--- src/hw/rtl/mmrn_pkg.sv ---
// ----------------------------------------------------------------------------
// mmrn_pkg: shared types and constants of the min/max range normalizer
// Mode codes, register indexes, result record and fixed arithmetic widths.
// ----------------------------------------------------------------------------
package mmrn_pkg;

    // Request modes
    typedef enum logic {
        MODE_SCAN = 1'b0,
        MODE_MAP  = 1'b1
    } t_mode;

    // Configuration register indexes
    localparam int CFG_INDEX_BITS = 2;
    localparam logic [CFG_INDEX_BITS-1:0] CFG_TARGET_LOW  = 2'd0;
    localparam logic [CFG_INDEX_BITS-1:0] CFG_TARGET_HIGH = 2'd1;

    // Target range words are fixed signed Q16.16
    localparam int TARGET_BITS = 32;
    localparam logic signed [TARGET_BITS-1:0] TARGET_LOW_RST  = 32'sd0;
    localparam logic signed [TARGET_BITS-1:0] TARGET_HIGH_RST = 32'sd65536;
    localparam logic signed [TARGET_BITS-1:0] RESULT_MAX      = 32'sh7fff_ffff;
    localparam logic signed [TARGET_BITS-1:0] RESULT_MIN      = 32'sh8000_0000;

    // Quotient bits kept by the divider; anything larger always saturates
    localparam int QUOT_BITS = TARGET_BITS + 2;
    localparam int STEP_BITS = $clog2(QUOT_BITS);

    // Multiplier: target span magnitude taken in chunks, top chunk first
    localparam int MUL_CHUNK = 17;
    localparam int MUL_STEPS = 2;

    // Back end sequencer
    typedef enum logic [2:0] {
        BK_IDLE,
        BK_MUL,
        BK_CHECK,
        BK_DIV,
        BK_DONE
    } t_back_state;

    // One result
    typedef struct packed {
        logic [TARGET_BITS-1:0] mapped_value;
        logic                   degenerate;
        logic                   saturated;
    } t_result;

endpackage

--- src/hw/rtl/mmrn_front.sv ---
// ----------------------------------------------------------------------------
// mmrn_front: request intake and range tracking
// Scan requests update the running min/max; map requests are turned into
// an offset, a range width and a degenerate flag and pushed to the queue.
// ----------------------------------------------------------------------------
module mmrn_front #(
    parameter int SAMPLE_BITS = 32
) (
    input  logic                   i_clk,
    input  logic                   i_rst_n,
    input  logic                   i_valid,
    output logic                   o_ready,
    input  logic                   i_mode,
    input  logic                   i_first_of_scan,
    input  logic [SAMPLE_BITS-1:0] i_sample_value,
    output logic                   o_push,
    input  logic                   i_push_ready,
    output logic [SAMPLE_BITS:0]   o_push_dv,
    output logic [SAMPLE_BITS-1:0] o_push_dr,
    output logic                   o_push_deg
);

    localparam logic signed [SAMPLE_BITS-1:0] MAX_POS = {1'b0, {(SAMPLE_BITS-1){1'b1}}};
    localparam logic signed [SAMPLE_BITS-1:0] MIN_NEG = {1'b1, {(SAMPLE_BITS-1){1'b0}}};

    logic signed [SAMPLE_BITS-1:0] r_min, n_min;
    logic signed [SAMPLE_BITS-1:0] r_max, n_max;
    logic signed [SAMPLE_BITS-1:0] w_sample;
    logic signed [SAMPLE_BITS-1:0] w_base_min, w_base_max;
    logic signed [SAMPLE_BITS:0]   w_dv, w_range;
    logic                          w_accept, w_is_map;

    assign w_sample = $signed(i_sample_value);
    assign w_accept = i_valid && i_push_ready;
    assign w_is_map = (mmrn_pkg::t_mode'(i_mode) == mmrn_pkg::MODE_MAP);
    assign o_ready  = i_push_ready;

    // Scan: restart on first flag, then two independent compares
    always_comb begin
        w_base_min = i_first_of_scan ? MAX_POS : r_min;
        w_base_max = i_first_of_scan ? MIN_NEG : r_max;
        n_min      = (w_sample < w_base_min) ? w_sample : w_base_min;
        n_max      = (w_sample > w_base_max) ? w_sample : w_base_max;
    end

    always_ff @(posedge i_clk) begin
        if (!i_rst_n) begin
            r_min <= MAX_POS;
            r_max <= MIN_NEG;
        end else if (w_accept && !w_is_map) begin
            r_min <= n_min;
            r_max <= n_max;
        end
    end

    // Map: offset from min and range width, one bit wider than a sample
    assign w_dv    = $signed({w_sample[SAMPLE_BITS-1], w_sample})
                   - $signed({r_min[SAMPLE_BITS-1], r_min});
    assign w_range = $signed({r_max[SAMPLE_BITS-1], r_max})
                   - $signed({r_min[SAMPLE_BITS-1], r_min});

    assign o_push     = w_accept && w_is_map;
    assign o_push_dv  = w_dv;
    assign o_push_dr  = w_range[SAMPLE_BITS-1:0];
    assign o_push_deg = !(r_max > r_min);

endmodule

--- src/hw/rtl/mmrn_queue.sv ---
// ----------------------------------------------------------------------------
// mmrn_queue: two-entry queue between front and back
// Lets the front keep taking scan requests while the back divides.
// ----------------------------------------------------------------------------
module mmrn_queue #(
    parameter int DATA_BITS = 66
) (
    input  logic                 i_clk,
    input  logic                 i_rst_n,
    input  logic                 i_push,
    input  logic [DATA_BITS-1:0] i_push_data,
    output logic                 o_push_ready,
    output logic                 o_pop_valid,
    input  logic                 i_pop,
    output logic [DATA_BITS-1:0] o_pop_data
);

    localparam int DEPTH      = 2;
    localparam int PTR_BITS   = $clog2(DEPTH);
    localparam int COUNT_BITS = $clog2(DEPTH + 1);

    logic [DATA_BITS-1:0]  r_mem [DEPTH];
    logic [PTR_BITS-1:0]   r_wptr, r_rptr;
    logic [COUNT_BITS-1:0] r_count, n_count;
    logic                  w_do_push, w_do_pop;

    assign o_push_ready = (r_count != COUNT_BITS'(DEPTH));
    assign o_pop_valid  = (r_count != '0);
    assign o_pop_data   = r_mem[r_rptr];
    assign w_do_push    = i_push && o_push_ready;
    assign w_do_pop     = i_pop && o_pop_valid;

    // Occupancy
    always_comb begin
        n_count = r_count;
        if (w_do_push && !w_do_pop) begin
            n_count = r_count + 1'b1;
        end else if (w_do_pop && !w_do_push) begin
            n_count = r_count - 1'b1;
        end
    end

    always_ff @(posedge i_clk) begin
        if (!i_rst_n) begin
            r_wptr  <= '0;
            r_rptr  <= '0;
            r_count <= '0;
        end else begin
            r_count <= n_count;
            if (w_do_push) begin
                r_wptr <= r_wptr + 1'b1;
            end
            if (w_do_pop) begin
                r_rptr <= r_rptr + 1'b1;
            end
        end
    end

    // Storage
    always_ff @(posedge i_clk) begin
        if (w_do_push) begin
            r_mem[r_wptr] <= i_push_data;
        end
    end

endmodule

--- src/hw/rtl/mmrn_back.sv ---
// ----------------------------------------------------------------------------
// mmrn_back: multiply, divide and saturate one map request
// Chunked multiply of the offset by the target span, restoring divide by
// the range width, then add to target_low with 32-bit saturation.
// ----------------------------------------------------------------------------
module mmrn_back #(
    parameter int SAMPLE_BITS = 32
) (
    input  logic                                   i_clk,
    input  logic                                   i_rst_n,
    input  logic                                   i_req_valid,
    output logic                                   o_req_ready,
    input  logic [SAMPLE_BITS:0]                   i_req_dv,
    input  logic [SAMPLE_BITS-1:0]                 i_req_dr,
    input  logic                                   i_req_deg,
    input  logic [mmrn_pkg::TARGET_BITS-1:0]       i_target_low,
    input  logic [mmrn_pkg::TARGET_BITS-1:0]       i_target_high,
    output logic                                   o_valid,
    input  logic                                   i_ready,
    output mmrn_pkg::t_result                      o_result
);

    localparam int TB = mmrn_pkg::TARGET_BITS;
    localparam int QB = mmrn_pkg::QUOT_BITS;
    localparam int CB = mmrn_pkg::MUL_CHUNK;
    localparam int MS = mmrn_pkg::MUL_STEPS;
    localparam int SB = mmrn_pkg::STEP_BITS;
    localparam int AB = SAMPLE_BITS + 1;
    localparam int BB = CB * MS;
    localparam int PW = AB + BB;

    mmrn_pkg::t_back_state r_state, n_state;

    logic [AB-1:0]          r_a;
    logic [BB-1:0]          r_b;
    logic [SAMPLE_BITS-1:0] r_dr;
    logic                   r_neg, r_deg, r_big;
    logic [PW-1:0]          r_acc;
    logic [SAMPLE_BITS-1:0] r_rem;
    logic [QB-1:0]          r_quo;
    logic [SB-1:0]          r_step;
    logic                   r_out_valid;
    mmrn_pkg::t_result      r_out, w_result;

    logic signed [TB:0]     w_dt;
    logic [TB-1:0]          w_dt_mag;
    logic [AB-1:0]          w_dv_mag;
    logic [AB+CB-1:0]       w_prod;
    logic [PW-1:0]          w_acc_next;
    logic [AB-1:0]          w_hi;
    logic                   w_big;
    logic [SAMPLE_BITS:0]   w_rem2, w_diff;
    logic                   w_ge;
    logic signed [QB+1:0]   w_tl_ext, w_q_ext, w_sum;
    logic                   w_fits;
    logic                   w_out_free, w_load_out, w_mul_last, w_div_last;

    // Operand magnitudes and sign of the product
    assign w_dt     = $signed({i_target_high[TB-1], i_target_high})
                    - $signed({i_target_low[TB-1], i_target_low});
    assign w_dt_mag = w_dt[TB] ? TB'(-w_dt) : TB'(w_dt);
    assign w_dv_mag = i_req_dv[AB-1] ? AB'(-$signed(i_req_dv)) : i_req_dv;

    // One chunk of the multiply per cycle, top chunk first
    assign w_prod     = r_a * r_b[BB-1 -: CB];
    assign w_acc_next = (r_acc << CB) + PW'(w_prod);

    // Quotient overflow: high product bits already reach the divisor
    assign w_hi  = r_acc[PW-1:QB];
    assign w_big = (w_hi >= {1'b0, r_dr});

    // Restoring divide step
    assign w_rem2 = {r_rem, r_quo[QB-1]};
    assign w_ge   = (w_rem2 >= {1'b0, r_dr});
    assign w_diff = w_rem2 - {1'b0, r_dr};

    // Signed sum and saturation
    assign w_tl_ext = $signed({{(QB+2-TB){i_target_low[TB-1]}}, i_target_low});
    assign w_q_ext  = $signed({2'b00, r_quo});
    assign w_sum    = r_neg ? (w_tl_ext - w_q_ext) : (w_tl_ext + w_q_ext);
    assign w_fits   = (w_sum[QB+1:TB-1] == '0) || (w_sum[QB+1:TB-1] == '1);

    always_comb begin
        w_result = '0;
        if (r_deg) begin
            w_result.mapped_value = i_target_low;
            w_result.degenerate   = 1'b1;
        end else if (r_big) begin
            w_result.mapped_value = r_neg ? mmrn_pkg::RESULT_MIN : mmrn_pkg::RESULT_MAX;
            w_result.saturated    = 1'b1;
        end else if (!w_fits) begin
            w_result.mapped_value = w_sum[QB+1] ? mmrn_pkg::RESULT_MIN
                                                : mmrn_pkg::RESULT_MAX;
            w_result.saturated    = 1'b1;
        end else begin
            w_result.mapped_value = w_sum[TB-1:0];
        end
    end

    assign w_mul_last = (r_step == SB'(MS - 1));
    assign w_div_last = (r_step == SB'(QB - 1));
    assign w_out_free = !r_out_valid || i_ready;

    // Next state
    always_comb begin
        n_state = r_state;
        case (r_state)
            mmrn_pkg::BK_IDLE: begin
                if (i_req_valid) begin
                    n_state = i_req_deg ? mmrn_pkg::BK_DONE : mmrn_pkg::BK_MUL;
                end
            end
            mmrn_pkg::BK_MUL: begin
                if (w_mul_last) begin
                    n_state = mmrn_pkg::BK_CHECK;
                end
            end
            mmrn_pkg::BK_CHECK: begin
                n_state = w_big ? mmrn_pkg::BK_DONE : mmrn_pkg::BK_DIV;
            end
            mmrn_pkg::BK_DIV: begin
                if (w_div_last) begin
                    n_state = mmrn_pkg::BK_DONE;
                end
            end
            mmrn_pkg::BK_DONE: begin
                if (w_out_free) begin
                    n_state = mmrn_pkg::BK_IDLE;
                end
            end
            default: begin
                n_state = mmrn_pkg::BK_IDLE;
            end
        endcase
    end

    // State outputs
    always_comb begin
        o_req_ready = (r_state == mmrn_pkg::BK_IDLE);
        w_load_out  = (r_state == mmrn_pkg::BK_DONE) && w_out_free;
    end

    // Control registers
    always_ff @(posedge i_clk) begin
        if (!i_rst_n) begin
            r_state     <= mmrn_pkg::BK_IDLE;
            r_step      <= '0;
            r_out_valid <= 1'b0;
        end else begin
            r_state <= n_state;
            if (r_state == mmrn_pkg::BK_MUL || r_state == mmrn_pkg::BK_DIV) begin
                r_step <= r_step + 1'b1;
            end else begin
                r_step <= '0;
            end
            if (w_load_out) begin
                r_out_valid <= 1'b1;
            end else if (i_ready) begin
                r_out_valid <= 1'b0;
            end
        end
    end

    // Datapath registers
    always_ff @(posedge i_clk) begin
        case (r_state)
            mmrn_pkg::BK_IDLE: begin
                r_a   <= w_dv_mag;
                r_b   <= BB'(w_dt_mag);
                r_dr  <= i_req_dr;
                r_neg <= i_req_dv[AB-1] ^ w_dt[TB];
                r_deg <= i_req_deg;
                r_big <= 1'b0;
                r_acc <= '0;
            end
            mmrn_pkg::BK_MUL: begin
                r_acc <= w_acc_next;
                r_b   <= r_b << CB;
            end
            mmrn_pkg::BK_CHECK: begin
                r_big <= w_big;
                r_rem <= w_hi[SAMPLE_BITS-1:0];
                r_quo <= r_acc[QB-1:0];
            end
            mmrn_pkg::BK_DIV: begin
                r_rem <= w_ge ? w_diff[SAMPLE_BITS-1:0] : w_rem2[SAMPLE_BITS-1:0];
                r_quo <= {r_quo[QB-2:0], w_ge};
            end
            default: begin
            end
        endcase
        if (w_load_out) begin
            r_out <= w_result;
        end
    end

    assign o_valid  = r_out_valid;
    assign o_result = r_out;

endmodule

--- src/hw/rtl/min_max_range_normalizer.sv ---
// ----------------------------------------------------------------------------
// min_max_range_normalizer: two-pass min/max normalization of Q16.16 samples
// Scan requests track the sample range; map requests rescale a sample
// from the scanned range to [target_low, target_high].
// ----------------------------------------------------------------------------
// Usage:
//   Input channel (i_valid/o_ready) carries mode, first_of_scan and sample.
//   A scan request (mode 0) updates min/max and yields no result; the front
//   takes one per cycle while the queue has room. A map request (mode 1)
//   yields one result on the output channel (o_valid/i_ready).
//   A map request passes through the queue entry, the chunked multiply, an
//   overflow check, 34 restoring divide steps (one quotient bit per cycle)
//   and the output load; a degenerate range skips the arithmetic. The single
//   shared divider takes a new map request only once done with the last one.
//   The user must write target_low/target_high through i_cfg_we/i_cfg_index/
//   i_cfg_data only while the block is idle; the block does not enforce it.
//   Indexes beyond 1 are ignored.
//   Reset clears the queue and output register, sets min/max to empty and
//   loads the default target range [0, 1.0].
//   A stalled receiver holds the result in the output register; the back
//   end finishes its next request and waits, and the two-entry queue then
//   fills before o_ready drops.
// ----------------------------------------------------------------------------
module min_max_range_normalizer #(
    parameter int SAMPLE_BITS = 32
) (
    input  logic                                      i_clk,
    input  logic                                      i_rst_n,
    input  logic                                      i_valid,
    output logic                                      o_ready,
    input  logic                                      i_mode,
    input  logic                                      i_first_of_scan,
    input  logic [SAMPLE_BITS-1:0]                    i_sample_value,
    output logic                                      o_valid,
    input  logic                                      i_ready,
    output logic [mmrn_pkg::TARGET_BITS-1:0]          o_mapped_value,
    output logic                                      o_degenerate,
    output logic                                      o_saturated,
    input  logic                                      i_cfg_we,
    input  logic [mmrn_pkg::CFG_INDEX_BITS-1:0]       i_cfg_index,
    input  logic [mmrn_pkg::TARGET_BITS-1:0]          i_cfg_data
);

    localparam int QW = (SAMPLE_BITS + 1) + SAMPLE_BITS + 1;

    logic [mmrn_pkg::TARGET_BITS-1:0] r_target_low, r_target_high;

    logic                   w_push, w_push_ready, w_pop_valid, w_pop;
    logic [SAMPLE_BITS:0]   w_push_dv, w_pop_dv;
    logic [SAMPLE_BITS-1:0] w_push_dr, w_pop_dr;
    logic                   w_push_deg, w_pop_deg;
    logic [QW-1:0]          w_pop_data;
    mmrn_pkg::t_result      w_result;

    // Configuration registers
    always_ff @(posedge i_clk) begin
        if (!i_rst_n) begin
            r_target_low  <= mmrn_pkg::TARGET_LOW_RST;
            r_target_high <= mmrn_pkg::TARGET_HIGH_RST;
        end else if (i_cfg_we) begin
            case (i_cfg_index)
                mmrn_pkg::CFG_TARGET_LOW:  r_target_low  <= i_cfg_data;
                mmrn_pkg::CFG_TARGET_HIGH: r_target_high <= i_cfg_data;
                default: begin
                end
            endcase
        end
    end

    mmrn_front #(
        .SAMPLE_BITS (SAMPLE_BITS)
    ) u_front (
        .i_clk           (i_clk),
        .i_rst_n         (i_rst_n),
        .i_valid         (i_valid),
        .o_ready         (o_ready),
        .i_mode          (i_mode),
        .i_first_of_scan (i_first_of_scan),
        .i_sample_value  (i_sample_value),
        .o_push          (w_push),
        .i_push_ready    (w_push_ready),
        .o_push_dv       (w_push_dv),
        .o_push_dr       (w_push_dr),
        .o_push_deg      (w_push_deg)
    );

    mmrn_queue #(
        .DATA_BITS (QW)
    ) u_queue (
        .i_clk        (i_clk),
        .i_rst_n      (i_rst_n),
        .i_push       (w_push),
        .i_push_data  ({w_push_dv, w_push_dr, w_push_deg}),
        .o_push_ready (w_push_ready),
        .o_pop_valid  (w_pop_valid),
        .i_pop        (w_pop),
        .o_pop_data   (w_pop_data)
    );

    assign {w_pop_dv, w_pop_dr, w_pop_deg} = w_pop_data;

    mmrn_back #(
        .SAMPLE_BITS (SAMPLE_BITS)
    ) u_back (
        .i_clk         (i_clk),
        .i_rst_n       (i_rst_n),
        .i_req_valid   (w_pop_valid),
        .o_req_ready   (w_pop),
        .i_req_dv      (w_pop_dv),
        .i_req_dr      (w_pop_dr),
        .i_req_deg     (w_pop_deg),
        .i_target_low  (r_target_low),
        .i_target_high (r_target_high),
        .o_valid       (o_valid),
        .i_ready       (i_ready),
        .o_result      (w_result)
    );

    assign o_mapped_value = w_result.mapped_value;
    assign o_degenerate   = w_result.degenerate;
    assign o_saturated    = w_result.saturated;

endmodule

--- config.mk ---
export PLATFORM = sky130hd
export DESIGN_NAME = min_max_range_normalizer
export DESIGN_NICKNAME = d
export VERILOG_FILES = /design/src/hw/rtl/mmrn_pkg.sv /design/src/hw/rtl/mmrn_front.sv /design/src/hw/rtl/mmrn_queue.sv /design/src/hw/rtl/mmrn_back.sv /design/src/hw/rtl/min_max_range_normalizer.sv
export SDC_FILE = /design/constraint.sdc
export NUM_CORES = 2
export LEC_CHECK = 0
export BUFFER_PORTS_ARGS = -buffer_cell sky130_fd_sc_hd__buf_2
export CORE_MARGIN = 5
export CORE_UTILIZATION = 25
export DETAILED_ROUTE_END_ITERATION = 8
export HOLD_SLACK_MARGIN = 0.15
export SLEW_MARGIN = 20
export SYNTH_ARGS = -nofsm -noshare
export SYNTH_HDL_FRONTEND = slang
export SYNTH_HIERARCHICAL = 1
export SYNTH_SLANG_ARGS = --single-unit
--- constraint.sdc ---
create_clock -name i_clk -period 8.35 [get_ports i_clk]
set_input_delay 1.2525 -clock i_clk [delete_from_list [all_inputs] [get_ports i_clk]]
set_output_delay 1.2525 -clock i_clk [all_outputs]
set_load 0.01 [all_outputs]
Yosys cells after proc, flatten, opt, wreduce, memory -nomap -nowiden
Memories as Yosys holds them, arrays and structs flattened. A register that Yosys moved wholly into a read port is not among the register bits.
Index checks and enable logic that the tools add are counted.
{ "word_totals": {"ff_bits": 411, "mem_bits_rw": 132, "in_bits": 73, "elab_cells": 123, "n_memories": 1} }
{ "classes": {"addsub": 14, "mul": 1, "n_lt_le_gt_ge": 5, "n_eq_ne": 13, "n_mux": 36, "bitwise_logic": 1, "reduce_logical": 29} }
{ "mem_list": {"columns": ["memory", "depth", "width", "rd", "rd_ports_with_merged_regs", "write_ports", "line", "source"], "rows": [
  ["u_queue.r_mem", 2, 66, 1, 1, 1, "mmrn_queue.sv:22", "logic [DATA_BITS-1:0] r_mem [DEPTH];"]
]} }
{ "ops": {"columns": ["cell", "n"], "rows": [
  ["two-way mux 32 bit", 12],
  ["one-hot mux 34 bit (2 select lines)", 2],
  ["one-hot mux 67 bit (2 select lines)", 1],
  ["adder 67 x 50 -> 67 bit", 1],
  [">= comparator 33 x 32 -> 1 bit", 2],
  ["subtractor 32 x 32 -> 33 bit", 2],
  ["> comparator 32 bit", 2],
  ["one-hot mux 32 bit (2 select lines)", 1],
  ["subtractor 32 bit", 2],
  ["multiplier 33 x 17 -> 50 bit", 1],
  ["adder 32 x 35 -> 36 bit", 1],
  ["two-way mux 36 bit", 1],
  ["subtractor 32 x 35 -> 36 bit", 1],
  ["negator 33 bit", 1],
  ["less-than comparator 32 bit", 1],
  ["negator 32 bit", 1],
  ["two-way mux 3 bit", 6],
  ["one-hot mux 3 bit (5 select lines)", 1],
  ["nonzero test 2 bit", 6],
  ["two-way mux 1 bit", 9],
  ["logical AND 1 bit", 8],
  ["!= test 2 x 1 -> 1 bit, second input constant", 4],
  ["adder 6 x 1 -> 6 bit, second input constant", 1],
  ["equality test 3 x 2 -> 1 bit, second input constant", 2],
  ["other kinds (20)", 30]
]} }

Longest topological paths before layout
{ "logic_depth": {"depth_word": 8, "mapped_depth": 26, "ltp_nobuf": 24} }

By module
Netlist, hierarchy kept.
{ "by_module_without_submodules": {"columns": ["module", "instances", "cells_per_inst", "area_each_um2", "seq_area_each_um2"], "rows": [
  ["mmrn_back", 1, 4403, 39412.8, 8277.9],
  ["mmrn_front", 1, 915, 7322.0, 1281.2],
  ["mmrn_queue", 1, 229, 5012.3, 4063.9],
  ["min_max_range_normalizer", 1, 245, 2471.1, 1281.2]
]} }

Worst setup path after synthesis
Ideal clock, no wire load.
{ "synth_timing": {"kind": "register to register", "start": "register u_back.r_b[27]", "end": "register u_back.r_acc[66] (data pin)", "arrival_ns": 6.617, "slack_ns": 1.460, "stages_incl_launch_ff": 23, "synth_period_minus_slack_ns": 6.890, "cell_sequence": "edfxtp_1 -> clkbuf_1 -> clkbuf_1 -> nand2_1 -> fa_1 -> inv_1 -> fa_1 -> fa_1 -> fa_1 -> fa_1 -> inv_1 -> fa_1 -> inv_1 -> ha_1 -> clkbuf_1 -> nand4_1 -> or3_1 -> o221a_2 -> or4_1 -> a21oi_1 -> or2_2 -> clkbuf_1 -> o311ai_1"} }
{ "synth_between": {"elab_chain_cells": 3} }
{ "synth_lines": {"columns": ["element", "line", "source"], "rows": [
  ["start: declaration", "mmrn_back.sv:35", "logic [BB-1:0] r_b;"],
  ["start signal: assignment", "mmrn_back.sv:169", "r_b <= BB'(w_dt_mag);"],
  ["start signal: assignment", "mmrn_back.sv:178", "r_b <= r_b << CB;"],
  ["multiplier 33 x 17 -> 50 bit", "mmrn_back.sv:65", "assign w_prod = r_a * r_b[BB-1 -: CB];"],
  ["adder 67 x 50 -> 67 bit", "mmrn_back.sv:66", "assign w_acc_next = (r_acc << CB) + PW'(w_prod);"],
  ["one-hot mux 67 bit (2 select lines)", "mmrn_back.sv:166", "case (r_state)"],
  ["end signal: assignment", "mmrn_back.sv:177", "r_acc <= w_acc_next;"],
  ["end: declaration", "mmrn_back.sv:38", "logic [PW-1:0] r_acc;"]
]} }
Every way passes these cells.
A chain may end at the register's enable or synchronous reset.

Final worst setup path
{ "layout_timing": {"start": "register u_back.r_b[28]", "end": "register u_back.r_acc[43] (data pin)"} }
Same word-level chain as after synthesis.

==> flow_summary.yaml <==
finish:
  layout_commonest_cell: "inv_1"
  multi_input_area_mm2: 0.03533
  area_growth_pct: 10.61
  fill_cells: 22838
  regArea_mm2: 0.01491
  final_cell_mix: "785 x inv_1, 687 x nand2_1, 502 x fa_1"
  drive_gt1_share_pct: 7.646
  nets: 6762
clocking:
  worstSkewPairLatency_ps: 710
  cts-buffers-inserted: 61
  root_buffer: "clkbuf_16"
  cts_resized: 0
  clockBufferDepth: 3
  cts_setup_buffers: 0
  cts_sinks: 544
  hold_buffers: 0
  cts_tree: "built"
  clkTransAtPathRegs_ps: 60
  htreeDepth: 2
timing:
  min_period_over_period_pct: 93.54
  fin_skew_ps: 77.38
  finalMaxSlewViolations: 0
  grt_setup_unrepaired: "no"
  fin_crit_ps: 7810
  setup_viol: 0
  fmax_ghz: 0.1280
  slew_headroom_pct: 31.13
  tightest_slew_ps: 1033
  hold_viol: 0
  fin_tns_setup_ps: 0
setup_path:
  arrival_ps: 8270
  startpoint_type: "flop"
  crit_path_max_incr_delay_ps: 1020
  r2r_slack_ps: 540
  critPathSlowestCell: "edfxtp_1"
  r2r_cells: 21
  cp_top_family: "adder cells"
  cp.required_ps: 8810
  path_cells: "buf_4 -> nand2_1 -> fa_1 -> inv_1 -> fa_1 -> fa_1 -> fa_1 -> fa_1 -> inv_1 -> fa_1 -> inv_1 -> ha_1 -> a21oi_1 -> o21bai_1 -> a21oi_1 -> nand3_1 -> nor3b_1 -> o31ai_1 -> a2111oi_0 -> o21ai_0 -> a21oi_1"
  cpMostUsedCell: "fa_1"
  worstSetupEndpointType: "flop"
  r2r-end: "u_back/r_acc[43]$_SDFFCE_PN0P_"
  path_max_fanout: 20
  worstSetupPathType: "flop to flop"
  path_buf_inv: 4
  r2r-start: "u_back/r_b[28]$_DFFE_PP_"
route:
  num_vias: 42479
  ant_nets: 0
  wl_um: 162600
  firstDrtPassIters: 6
  wl_per_cell_um: 18.72
  drc: 0
  drtIter0Drc: 3306
  drt-vias-per-instance: 4.889
synth:
  synth-main-ff-cell: "edfxtp_1"
  ys_types: 103
  synth_edf_count: 401
  syn-cell-area_mm2: 0.05422
  synth_top_area_share_pct: 22.21
  synthArstFlopShare_pct: 0
  syn_nets: 6773
  synth.avg_cell_area_um2: 9.361
  ys_ff_latch: 544
  ys_seq_area_share_pct: 27.49
  yosys-top-cells-area: "edfxtp_1 22%, fa_1 19%, ha_1 9.4%"
  yosysTopAreaCell: "edfxtp_1"
  synth_warnings: 6
  syn_inst: 5792
floorplan:
  row_count: 171
  fp.dieArea_mm2: 0.2263
  io_pins: 109
  die-width_um: 475.7
  core_area_mm2: 0.2165
  initial_utilization_pct: 25.04
  die_y_um: 475.7
global_route:
  grt_max_degree: 68
  grtUsageTotal_pct: 14.08
  antenna_found_initial: 5
  grt_pass1_wl_um: 252300
  grt_pass1_vias: 42841
  overflow: 0
hold_path:
  hold_path_end: "u_back/r_step[0]$_SDFF_PN0_"
  hold_path_class: "flop to flop"
  whs_path_depth: 1
  holdCritStartpoint: "u_back/r_step[0]$_SDFF_PN0_"
placed_design:
  gp_congestion: 0.9253
  dpl.hpwl_um: 129500
  port_buffers: 108
run_status:
  status: "completed"
run:
  cap_violations: 0
-- registers in the layout, indices dropped and copies added (netlist names), 3 cells and up, named ones only --
name,cells
r_target_high,32
r_target_low,32
u_back/o_result,34
u_back/r_a,33
u_back/r_acc,67
u_back/r_b,34
u_back/r_dr,32
u_back/r_quo,34
u_back/r_rem,32
u_back/r_state,3
u_back/r_step,6
u_front/r_max,32
u_front/r_min,32
u_queue/r_mem,132
-- how the worst max path moves through the flow --
stage                                      to  slack, ps                      from  cells past startpoint
3_5_place_dp   u_back/r_acc[47]$_SDFFCE_PN0P_        700  u_back/r_b[28]$_DFFE_PP_                     22
5_1_grt        u_back/r_acc[47]$_SDFFCE_PN0P_        160  u_back/r_b[28]$_DFFE_PP_                     22
2_1_floorplan  u_back/r_acc[66]$_SDFFCE_PN0P_       1460  u_back/r_b[27]$_DFFE_PP_                     22
6_report       u_back/r_acc[43]$_SDFFCE_PN0P_        540  u_back/r_b[28]$_DFFE_PP_                     21
3_3_place_gp   u_back/r_acc[59]$_SDFFCE_PN0P_        790  u_back/r_b[30]$_DFFE_PP_                     22
4_1_cts        u_back/r_acc[47]$_SDFFCE_PN0P_        590  u_back/r_b[28]$_DFFE_PP_                     22
-- through the flow --
| stage | hold WS [ps] | setup slack [ps] | std cells | area, µm² | utilization, % |
|---|---|---|---|---|---|
| finish | 469.1 | 539.7 | 8688 | 59970 | 27.70 |
| global route | 484.6 | 164.7 | 8687 | 59970 | 27.70 |
| CTS | 475.3 | 593.0 | 8686 | 59940 | 27.68 |
| detailed placement | 458.6 | 697.2 | 8571 | 57900 | 26.74 |
| global placement | 445.2 | 789.8 | 8571 | 57900 | 26.74 |
| floorplan | 433.7 | 1460 | 5792 | 54220 | - |
-- cell usage after synthesis, drive strengths merged (29+ instances only) --
cell and n:
inv 786, nand2 689, fa 502, ha 406
edfxtp 401, nor2 302, a21oi 282, and2 270
o21ai 259, clkbuf 207, xnor2 174, dfxtp 143
a21o 121, mux2i 100, nor3 83, nand3 80
xor2 74, mux2 68, nand2b 61, nand4 61
buf 51, o21a 49, nor2b 40, a31oi 39
o22ai 38, and3 34, o31ai 34, o32a 34
a22o 31, nor4 29
-- worst register-to-register path: cells and delay by family, from the launching register on --
kind / cells / cell delay (ps)
AOI/OAI and AO/OA: 7 / 1870
adders and majority gates: 7 / 3500
buffers and inverters: 4 / 590
DFF: 1 / 1020
and+or+nand+nor: 3 / 580
-- routing by layer --
metal	GRT usage, %	part of all wire [%]	vias to the layer above
li1	-	-	19620
met1	19.60	45	21299
met2	22.97	46	1325
met3	2.085	6.3	231
met4	3.469	2.5	4
met5	0	0.018	-
-- area by class of cell --
type,instances,share of cell area [%]
inverters,786,4.920
flip-flops and latches,544,24.86
well taps,2854,5.955
repair buffers,184,1.961
clock buffers,72,2.650
multi-input cells,4204,58.91
diodes,1,0.004173
clock inverters,43,0.7490
-- cell families after synthesis --
kind of cell,synth area share [%]
flops,27.49
xor+xnor,4.034
fa+ha+maj,27.90
compound gates,13.92
buf+inv,7.549
mux,3.265
simple gates,15.83
Power is not shown: default switching activity piles up to over one toggle a cycle in this logic, so the estimate is an artifact.
